### config.mk
export PLATFORM = sky130hd
export DESIGN_NAME = cse_queue
export DESIGN_NICKNAME = d
export VERILOG_FILES = /design/src/cse_pkg.sv /design/src/cse_queue.sv
export SDC_FILE = /design/constraint.sdc
export NUM_CORES = 1
export LEC_CHECK = 0
export BUFFER_PORTS_ARGS = -buffer_cell sky130_fd_sc_hd__buf_2
export CAP_MARGIN = 15
export CORE_MARGIN = 4
export CORE_UTILIZATION = 30
export CTS_CLUSTER_SIZE = 24
export DETAILED_ROUTE_END_ITERATION = 16
export GPL_TIMING_DRIVEN = 0
export PLACE_DENSITY_LB_ADDON = 0.12
export SYNTH_ARGS = -nofsm -noshare
export SYNTH_HDL_FRONTEND = slang
export SYNTH_SLANG_ARGS = --single-unit
### constraint.sdc
create_clock -name clk -period 22.6 [get_ports clk]
set_input_delay 4.52 -clock clk [delete_from_list [all_inputs] [get_ports clk]]
set_output_delay 4.52 -clock clk [all_outputs]
set_load 0.02 [all_outputs]
### src/cse_pkg.sv
// shared types, codes and helpers of the can signal extract/insert block
package cse_pkg;

  // frame geometry
  localparam int FRAME_BYTES_DEF = 8;
  localparam int BYTE_W          = 8;
  localparam int FRAME_W         = 64;
  localparam int WIDE_W          = 2 * FRAME_W;
  localparam int LEN_W           = 7;
  localparam int MAX_LEN         = 64;
  localparam int SH_W            = 8;
  localparam int SCALE_W         = 32;
  localparam int QUEUE_DEPTH     = 2;

  // operation codes
  localparam logic OP_EXTRACT = 1'b0;
  localparam logic OP_INSERT  = 1'b1;

  // item kinds after classification
  localparam logic [1:0] KIND_PASS    = 2'd0;
  localparam logic [1:0] KIND_EXTRACT = 2'd1;
  localparam logic [1:0] KIND_INSERT  = 2'd2;

  // status codes
  localparam logic [1:0] ST_OK     = 2'd0;
  localparam logic [1:0] ST_SAT    = 2'd1;
  localparam logic [1:0] ST_ZSCALE = 2'd2;

  // register indexes
  localparam int IDX_W = 3;
  localparam logic [IDX_W-1:0] REG_START_BIT  = 3'd0;
  localparam logic [IDX_W-1:0] REG_SIG_LENGTH = 3'd1;
  localparam logic [IDX_W-1:0] REG_BIG_ENDIAN = 3'd2;
  localparam logic [IDX_W-1:0] REG_SIGNED_RAW = 3'd3;
  localparam logic [IDX_W-1:0] REG_SCALE      = 3'd4;
  localparam logic [IDX_W-1:0] REG_OFFSET     = 3'd5;

  // reset value of scale: 1.0 in Q16.16
  localparam logic signed [SCALE_W-1:0] SCALE_ONE = 32'sd65536;

  typedef struct packed {
    logic [5:0]               start_bit;
    logic [LEN_W-1:0]         signal_length;
    logic                     big_endian;
    logic                     signed_raw;
    logic signed [SCALE_W-1:0] scale;
    logic signed [FRAME_W-1:0] offset;
  } cse_cfg_t;

  // classified item handed from front to back
  typedef struct packed {
    logic [1:0]         kind;
    logic [1:0]         status;
    logic [FRAME_W-1:0] frame;
    logic [WIDE_W-1:0]  word;
    logic [SH_W-1:0]    shift;
    logic [FRAME_W-1:0] mask;
    logic               moto;
    logic               dneg;
    logic [FRAME_W-1:0] dmag;
  } cse_job_t;

  // reverse the byte order of a frame
  function automatic logic [FRAME_W-1:0] bswap64(input logic [FRAME_W-1:0] d);
    logic [FRAME_W-1:0] r;
    r = '0;
    for (int b = 0; b < FRAME_W / BYTE_W; b++) begin
      r[b*BYTE_W +: BYTE_W] = d[(FRAME_W/BYTE_W-1-b)*BYTE_W +: BYTE_W];
    end
    return r;
  endfunction

  // keep the masked low bits, sign-extend from the top one when signed
  function automatic logic [FRAME_W-1:0] sext64(input logic [FRAME_W-1:0] raw,
                                                input logic [FRAME_W-1:0] mask,
                                                input logic sgn);
    logic [FRAME_W-1:0] top;
    top = mask ^ (mask >> 1);
    if (sgn && ((raw & top) != '0)) begin
      return raw | ~mask;
    end
    return raw & mask;
  endfunction

endpackage

### src/cse_queue.sv
// short queue between front and back
module cse_queue #(
  parameter int DEPTH = cse_pkg::QUEUE_DEPTH
) (
  input  logic              clk,
  input  logic              rst,
  input  logic              push,
  input  cse_pkg::cse_job_t push_job,
  output logic              ready,
  output logic              valid,
  input  logic              pop,
  output cse_pkg::cse_job_t pop_job
);
  import cse_pkg::*;

  localparam int PTR_W = (DEPTH > 1) ? $clog2(DEPTH) : 1;
  localparam int CNT_W = $clog2(DEPTH + 1);

  cse_job_t           mem [DEPTH];
  logic [PTR_W-1:0]   wptr;
  logic [PTR_W-1:0]   rptr;
  logic [CNT_W-1:0]   count;

  assign ready   = (count != CNT_W'(DEPTH));
  assign valid   = (count != '0);
  assign pop_job = mem[rptr];

  // storage
  always_ff @(posedge clk) begin
    if (push) begin
      mem[wptr] <= push_job;
    end
  end

  // pointers and fill count
  always_ff @(posedge clk) begin
    if (rst) begin
      wptr  <= '0;
      rptr  <= '0;
      count <= '0;
    end else begin
      if (push) begin
        wptr <= (wptr == PTR_W'(DEPTH - 1)) ? '0 : wptr + PTR_W'(1);
      end
      if (pop) begin
        rptr <= (rptr == PTR_W'(DEPTH - 1)) ? '0 : rptr + PTR_W'(1);
      end
      if (push && !pop) begin
        count <= count + CNT_W'(1);
      end else if (pop && !push) begin
        count <= count - CNT_W'(1);
      end
    end
  end

endmodule

==> qor.yml <==
setup_path:
  critical_path.max_stage_delay_ns: 0.32
  crit_chain: "buf_6 > buf_6 > buf_6 > mux2_4 > buf_2"
  crit_path_frequent_cell: "buf_6"
  crit_type: "register to primary output"
  cp_slowest_cell: "dfxtp_1"
  cp_max_fo: 10
  cp-start-kind: "register"
  crit_path_end_kind: "primary output"
  cp.arrival_ns: 2.15
  cp.required_ns: 18.08
yosys:
  synth_async_sr_flop_share: 0
  synth_seq_cells: 673
  yosys_most_used_dff: "edfxtp_1"
  synth_edf_count: 668
  yosysWarnings: 0
  synth_cell_type_count: 18
  syn_area_um2: 25400
  syn_inst: 1061
  yosysSeqAreaShare: 0.794
  avgSynthCellArea_um2: 23.9
  syn_nets: 1400
global_routing:
  grt_usage: 0.139
  grt.overflow.total: 0
  grt_pass1_vias: 13600
  grt_max_degree: 61
  grt_first_pass_wirelength_um: 91300
  antenna_found_initial: 21
clock_network:
  clkSlewWorstSetupHoldPaths_ns: 0.06
  cts_tree: "done"
  cts_resized: 0
  postCtsSetupRepairBufs: 0
  cts_buffers: 77
  ctsHoldBuffers: 0
  clk_latency_ns: 0.61
  cts_num_sinks: 673
  cts-htree-levels: 3
  cts_max_path_buffers: 3
  cts_root_buf: "clkbuf_16"
drt:
  drtAntennaViolNets: 0
  drc: 0
  avgRoutedWirePerCell_um: 21.3
  via_per_inst: 4.20
  drt_iter0_drc: 562
  vias: 12700
  totalWireLength_um: 64700
  firstDrtPassIters: 4
final_layout:
  final_common_cell: "buf_2"
  area_delta_synth_final_pct: 30.2
  post-route-util: 0.395
  final_cell_mix: "buf_2 (680), edfxtp_1 (668), mux2_4 (260)"
  fillers: 7781
  nNetsFinal: 2172
  drive_above_1_share: 0.621
  final_area_um2: 33000
power:
  irDropWorstVdd_v: 0.0000535
  leakagePower_nw: 12.8
  power_mw: 3.07
  power_density_nw_per_um2: 92.9
timing:
  setup_ws_ns: 15.93
  skew_ns: 0.0250
  slew_viol_final: 0
  hold_viol: 0
  report.final.setup_viol: 0
  relSlewSlack: 0.521
  rsz0062_at_grt: "false"
  worst_pin_slew_ns: 0.717
  clock.fmax_mhz: 150
  min_period_over_period: 0.295
  fin_crit_ns: 6.67
status:
  status: "completed"
worst_hold_path:
  hold_path_class: "register to register"
floorplanning:
  dieHeight_um: 299
  io_pins: 674
  die_area_um2: 89300
  start_util: 0.303
  rows: 106
  die_x_um: 299
  core_area_um2: 83700
place:
  post_dp_cell_area_um2: 30600
  portBuffers: 673
  place.gp.congestion: 0.759
  hpwlAfterDp_um: 47600
  dp_slack_ns: 15.68
run:
  cap_violations: 0
==> metrics by stage <==
step                      instances  setup TNS [ns]  hold slack (ns)
after global routing           3024               0            0.550
after CTS                      3021               0            0.522
after global placement         2868        -2752.87            0.495
after floorplan                1061               0            0.461
after detailed placement       2888               0            0.504
final                          3030               0            0.520
==> per-layer routing <==
metal,global-route usage,up-vias,part of all wire
met1,0.141,6362,0.35
met3,0.0575,120,0.084
li1,-,5819,-
met4,0.0463,22,0.028
met5,0,-,0.0022
met2,0.256,416,0.54
==> worst max-delay path, delay by kind of cell (launching register included) <==
kind / cells / cell delay, ns
muxes: 1 / 0.32
buffers and inverters: 4 / 0.88
DFF: 1 / 0.32
==> cell families after synthesis <==
logic type	after synthesis	share of synthesized area
flip-flops	673	0.794
multiplexers	334	0.187
buffers and inverters	38	0.0148
AND/OR/NAND/NOR	9	0.00182
XOR/XNOR	4	0.00138
AO/OA/AOI/OAI	2	0.000394
adder cells (fa/ha/maj)	1	0.000493
==> synthesized netlist by cell type (all sizes together), types with 2 or more instances <==
cell type	count	area share
edfxtp	668	0.79
mux2	334	0.19
buf	37	0.015
dfxtp	5	0.0039
nor2	4	0.00059
xnor2	2	0.00069
xor2	2	0.00069
==> registers in the layout, summed over array words and instances (netlist names), named ones only <==
signal / count
count: 2
wptr: 1
mem: 668
rptr: 1
==> final cells by class <==
class / count / area, um2 / area share
Clock buffer: 91 / 2020 / 0.0612
Tap cell: 1134 / 1420 / 0.0430
Antenna cell: 9 / 22.5 / 0.000682
Multi-Input combinational cell: 350 / 4850 / 0.147
Clock inverter: 42 / 359 / 0.0109
Inverter: 1 / 3.75 / 0.000114
Timing Repair Buffer: 693 / 3820 / 0.116
Sequential cell: 673 / 20200 / 0.610
Buffer: 37 / 373 / 0.0113
==> where the power goes <==
group          switching, mW  leakage [nW]  internal (mW)  total (mW)
Sequential            0.0159          6.31           1.46        1.47
Clock                  0.492          1.15          0.677        1.17
Combinational          0.242          5.34          0.184       0.425
==> path summary, 6_finish.rpt <==
kind / depth (start not counted) / end / start / slack (ns)
worst min-delay path: 2 / register / rptr / 0.52
worst max register to register: 6 / mem[0][304] / wptr / 20.10
worst min register to register: 2 / register / rptr / 0.52
worst max-delay path: 5 / pop_job[173] / register / 15.93
Power figures use the tool's default switching activity.
