--- src/cse_pkg.sv ---
// shared types, codes and helpers of the can signal extract/insert block
package cse_pkg;

  // frame geometry
  localparam int FRAME_BYTES_DEF = 8;
  localparam int BYTE_W          = 8;
  localparam int FRAME_W         = 64;
  localparam int WIDE_W          = 2 * FRAME_W;
  localparam int LEN_W           = 7;
  localparam int MAX_LEN         = 64;
  localparam int SH_W            = 8;
  localparam int SCALE_W         = 32;
  localparam int QUEUE_DEPTH     = 2;

  // operation codes
  localparam logic OP_EXTRACT = 1'b0;
  localparam logic OP_INSERT  = 1'b1;

  // item kinds after classification
  localparam logic [1:0] KIND_PASS    = 2'd0;
  localparam logic [1:0] KIND_EXTRACT = 2'd1;
  localparam logic [1:0] KIND_INSERT  = 2'd2;

  // status codes
  localparam logic [1:0] ST_OK     = 2'd0;
  localparam logic [1:0] ST_SAT    = 2'd1;
  localparam logic [1:0] ST_ZSCALE = 2'd2;

  // register indexes
  localparam int IDX_W = 3;
  localparam logic [IDX_W-1:0] REG_START_BIT  = 3'd0;
  localparam logic [IDX_W-1:0] REG_SIG_LENGTH = 3'd1;
  localparam logic [IDX_W-1:0] REG_BIG_ENDIAN = 3'd2;
  localparam logic [IDX_W-1:0] REG_SIGNED_RAW = 3'd3;
  localparam logic [IDX_W-1:0] REG_SCALE      = 3'd4;
  localparam logic [IDX_W-1:0] REG_OFFSET     = 3'd5;

  // reset value of scale: 1.0 in Q16.16
  localparam logic signed [SCALE_W-1:0] SCALE_ONE = 32'sd65536;

  typedef struct packed {
    logic [5:0]               start_bit;
    logic [LEN_W-1:0]         signal_length;
    logic                     big_endian;
    logic                     signed_raw;
    logic signed [SCALE_W-1:0] scale;
    logic signed [FRAME_W-1:0] offset;
  } cse_cfg_t;

  // classified item handed from front to back
  typedef struct packed {
    logic [1:0]         kind;
    logic [1:0]         status;
    logic [FRAME_W-1:0] frame;
    logic [WIDE_W-1:0]  word;
    logic [SH_W-1:0]    shift;
    logic [FRAME_W-1:0] mask;
    logic               moto;
    logic               dneg;
    logic [FRAME_W-1:0] dmag;
  } cse_job_t;

  // reverse the byte order of a frame
  function automatic logic [FRAME_W-1:0] bswap64(input logic [FRAME_W-1:0] d);
    logic [FRAME_W-1:0] r;
    r = '0;
    for (int b = 0; b < FRAME_W / BYTE_W; b++) begin
      r[b*BYTE_W +: BYTE_W] = d[(FRAME_W/BYTE_W-1-b)*BYTE_W +: BYTE_W];
    end
    return r;
  endfunction

  // keep the masked low bits, sign-extend from the top one when signed
  function automatic logic [FRAME_W-1:0] sext64(input logic [FRAME_W-1:0] raw,
                                                input logic [FRAME_W-1:0] mask,
                                                input logic sgn);
    logic [FRAME_W-1:0] top;
    top = mask ^ (mask >> 1);
    if (sgn && ((raw & top) != '0)) begin
      return raw | ~mask;
    end
    return raw & mask;
  endfunction

endpackage

--- src/cse_front.sv ---
// front end: classifies an incoming item and lays out the signal geometry
module cse_front #(
  parameter int FRAME_BYTES = cse_pkg::FRAME_BYTES_DEF
) (
  input  logic                         operation,
  input  logic [cse_pkg::FRAME_W-1:0]  frame_in,
  input  logic signed [cse_pkg::FRAME_W-1:0] phys_value,
  input  cse_pkg::cse_cfg_t            cfg,
  output cse_pkg::cse_job_t            job
);
  import cse_pkg::*;

  localparam logic [FRAME_W-1:0] AREA = {FRAME_W{1'b1}} >> (FRAME_W - FRAME_BYTES * BYTE_W);
  localparam logic [SH_W-1:0]    WIDE_SH = SH_W'(WIDE_W);

  logic [LEN_W-1:0]   len;
  logic [FRAME_W-1:0] mask;
  logic [FRAME_W-1:0] dview;
  logic [5:0]         mstart;
  logic [FRAME_W:0]   diff;

  always_comb begin
    // clamp length, build mask
    len    = (cfg.signal_length > LEN_W'(MAX_LEN)) ? LEN_W'(MAX_LEN) : cfg.signal_length;
    mask   = (len == LEN_W'(MAX_LEN)) ? '1 : ((FRAME_W'(1) << len) - FRAME_W'(1));
    // motorola msb position in the byte-swapped view
    mstart = cfg.start_bit ^ 6'd7;
    dview  = cfg.big_endian ? bswap64(frame_in & AREA) : (frame_in & AREA);
    // difference to offset for insert
    diff   = {phys_value[FRAME_W-1], phys_value} - {cfg.offset[FRAME_W-1], cfg.offset};

    job.frame = frame_in;
    job.mask  = mask;
    job.moto  = cfg.big_endian;
    if (cfg.big_endian) begin
      job.word  = {dview, {FRAME_W{1'b0}}};
      job.shift = WIDE_SH - {2'b00, mstart} - {1'b0, len};
    end else begin
      job.word  = {{FRAME_W{1'b0}}, dview};
      job.shift = {2'b00, cfg.start_bit};
    end
    job.dneg = diff[FRAME_W];
    job.dmag = diff[FRAME_W] ? (FRAME_W'(0) - diff[FRAME_W-1:0]) : diff[FRAME_W-1:0];

    // classify
    job.status = ST_OK;
    if (len == '0) begin
      job.kind = KIND_PASS;
    end else if (operation == OP_INSERT) begin
      if (cfg.scale == '0) begin
        job.kind   = KIND_PASS;
        job.status = ST_ZSCALE;
      end else begin
        job.kind = KIND_INSERT;
      end
    end else begin
      job.kind = KIND_EXTRACT;
    end
  end

endmodule

--- config.mk ---
export PLATFORM = sky130hd
export DESIGN_NAME = cse_front
export DESIGN_NICKNAME = d
export VERILOG_FILES = /design/src/cse_pkg.sv /design/src/cse_front.sv
export SDC_FILE = /design/constraint.sdc
export NUM_CORES = 1
export LEC_CHECK = 0
export ABC_CLOCK_PERIOD_IN_PS = 12800
export BUFFER_PORTS_ARGS = -buffer_cell sky130_fd_sc_hd__buf_4
export CORE_AREA = 2 2 221 223
export DETAILED_ROUTE_END_ITERATION = 10
export DIE_AREA = 0 0 223 225
export MAX_ROUTING_LAYER = met4
export PLACE_DENSITY_LB_ADDON = 0.15
export SLEW_MARGIN = 25
export SYNTH_ARGS = -nofsm -noshare
export SYNTH_HDL_FRONTEND = slang
export SYNTH_SLANG_ARGS = --single-unit
--- constraint.sdc ---
create_clock -name vclk -period 12.8
set_input_delay 0.64 -clock vclk [all_inputs]
set_output_delay 0.64 -clock vclk [all_outputs]
set_load 0.02 [all_outputs]
==> metrics.md <==
| Metric | Value |
|---|---|
| Run status | completed |
| Largest net degree at the start of global routing | 142 |
| Global routing usage on met3 | 3.19% |
| Class of the worst hold path | input port to primary output |
| Worst setup SP type | input port |
| Start point of the worst hold path | frame_in[53] |
| Final weighted congestion of routability-driven global placement | 0.870 |
| Reported max-cap violation count | 0 |
| Ratio of final minimum period to clock period | 53.7% |
| Postcts setup bufs | 0 |
| Initial DRT Pass Iterations | 5 |
| Detailed-route via count | 13,200 |
| Starting DRT DRC Count | 952 |
| Tot GR Track Use | 20.7% |
| Setup Viol. Count Final | 0 |
| Power per cell area | 68.5 nW/um^2 |
| Buffers plus inverters on the worst setup path | 6 |
| Sequential fraction of design power | 0% |
| Internal | 0.373 mW |
| Met1 track utilization from global routing | 28.8% |
| Max FO, Critical Path | 37 |
| Logic pwr share | 100.0% |
| Startpoint of the most critical setup path | phys_value[0] |
| Share of post-route cells with drive strength above 1 | 31.0% |
| Starting density of the core | 21.0% |
| Post-layout instance area | 14,300 um^2 |
| Sum of overflow across all layers after global routing | 0 |
| Number of instances in the placed design | 2,654 |
| Proportion of netlist area held by the largest area contributor | 9.66% |
| Chip Width | 223 um |
| Top cells by instance count after synthesis | sky130_fd_sc_hd__nand2_1, sky130_fd_sc_hd__a21oi_1, sky130_fd_sc_hd__nor2_1 |
| Cell taking the most area after synthesis | sky130_fd_sc_hd__ha_1 |
| Area of the die | 50,200 um^2 |
| Antenna violation net count after detailed routing | 0 |
| Leakage | 6.55 nW |
| Required time at the worst-slack endpoint | 12.16 ns |
| Port-buffer cells | 572 |
| Global-route wire length before repair | 79,400 um |
| Grt met2 use | 32.8% |
| Switching power | 0.604 mW |
| Register area share after synthesis | 0% |
| Count of fill cells added during filler insertion | 5,379 |
| HPWL reported at the end of detailed placement | 46,800 um |
| Via count of the first global-routing pass | 12,800 |
| Highest achievable clock rate | 146 MHz |
| Worst-case hold slack | 1.50 ns |
| Most used routing layer | met2 |
| Type of element capturing the critical path | primary output |
| Total standard cell area after synthesis | 9970 um^2 |
| Worst path top cell family by delay | compound AO/OA/AOI/OAI gates |
| Post-synthesis instance total | 1,612 |
| Number of unique standard cell types used by synthesis | 99 |
| Fin cells | 2,658 |
| Final Worst Setup Slack | 5.93 ns |
| Arrival time at the worst endpoint | 6.23 ns |
| Critical path's slowest cell | sky130_fd_sc_hd__clkinv_1 |
| Area taken by multi-input logic gates | 8740 um^2 |
| Sequential cell count of the final layout | 0 |
| Post-Route Utilization | 30.0% |
| Worst Setup Slack post-DPL | 6.10 ns |
| Tot Pwr | 0.977 mW |
| Count of hold-fix buffers inserted at cts | 0 |
| Number of warnings reported in the yosys synthesis log | 0 |
| Die outline height | 225 um |
| Transition at the pin with the smallest max-transition slack | 1.05 ns |
| Clk network pwr share | 0% |
| Average routed wire per standard cell | 20.3 um |
| Mean number of vias per cell | 4.98 |
| Total wire length | 54,000 um |
| Maximum VDD drop | 0.0440 mV |
| Setup repair after global routing missed its margin | no |
| Top cells by area, synth | sky130_fd_sc_hd__ha_1, sky130_fd_sc_hd__a21oi_1, sky130_fd_sc_hd__nand2_1, sky130_fd_sc_hd__xnor2_1, sky130_fd_sc_hd__o21ai_0 |
| Series of cell instances along the critical path | buf_4, inv_1, ha_1, inv_1, fa_1, nand3_2, a211oi_1, o2111ai_1, a311oi_1, o311ai_0, nand2_1, a41o_1, nor2_1, a21oi_2, buf_4, clkinv_1, o21ai_0, xor2_1, buf_4 |
| Most frequent cell after synthesis | sky130_fd_sc_hd__nand2_1 |
| Nets@finish | 2,360 |
| Relative slew slack | 28.2% |
| Placed Instance Area | 14,300 um^2 |
| Sum of negative setup slack | 0 ns |
| Final Hold Violating Endpoints | 0 |
| Remaining routing DRC violations | 0 |
| Post-CTS resize count | 0 |
| Clk_buf instances | 0 |
| Critical path start-end classification | input port to primary output |
| Count of pins over their slew limit | 0 |
| Row cnt | 80 |
| Post-synthesis to final-layout area growth | 43.0% |
| Most common cell type on the critical path | sky130_fd_sc_hd__buf_4 |
| Slowest cell delay on critical path | 0.89 ns |
| Per-instance average area after synthesis | 6.19 um^2 |
| Final critical delay including setup and external delays | 6.87 ns |
| Area taken by flip-flops and latches | 0 um^2 |
| Num ports | 574 |
| Initial antenna violation count | 1 |
| Switching power as a share of total power | 61.8% |
| Syn nets | 1,931 |
| Placeable core region | 47,500 um^2 |
[final timing paths]
path / endpoint / cells after the start
hold / removal: job[319] / 2
setup / recovery: job[40] / 19
[cell families after synthesis]
kind of cell / count (synthesis) / share of synthesized area, %
muxes: 14 / 1.43
xor gates and xnor gates: 110 / 9.66
AOI/OAI and AO/OA: 472 / 30.6
adders and majority gates: 79 / 10.1
and+or+nand+nor: 682 / 35.9
buffers and inverters: 254 / 12.3
other: 1 / 0.0376
[metal layers]
metal	vias up	routed length [um]
li1	6535	-
met1	6161	25300
met2	509	24300
met3	27	3990
met4	0	479
met5	-	0
[layout make-up]
| cell class | instances | area share [%] |
|---|---|---|
| Antenna cell | 4 | 0.0702 |
| Inverter | 100 | 2.63 |
| Multi-Input combinational cell | 1358 | 61.3 |
| Tap cell | 615 | 5.39 |
| Timing Repair Buffer | 581 | 30.6 |
[cells in the final DEF, fill, tap and decap left out, drive strengths merged, types with 4 or more instances in the layout]
master     n
buf      581
o21bai    10
nor3      48
a22oi      4
a31oi     15
a21oi    157
a211o      6
or2        9
a211oi    12
and3      14
diode      4
xor2      47
and2      82
a2111oi    6
o21a      11
o31ai     13
inv       98
nand3     47
o211ai    14
or3       15
mux2i     12
ha        77
nand2    163
nor4      16
nor3b      5
or4        8
o41ai      5
o21ai    126
a21boi     5
nor2     127
a21o      33
o22ai      4
xnor2     63
o311ai    10
nor2b     73
nand2b    13
a311oi     6
nand4     36
and4      12
[power groups by stage]
stage	combinational (mW)	sequential, mW	clock, mW
4_1_cts	0.978	0	0
2_1_floorplan	0.573	0	0
3_3_place_gp	0.972	0	0
6_report	0.977	0	0.0000000337
3_5_place_dp	0.973	0	0
5_1_grt	1.05	0	0
Note: power is estimated with default switching activity, not from simulation.
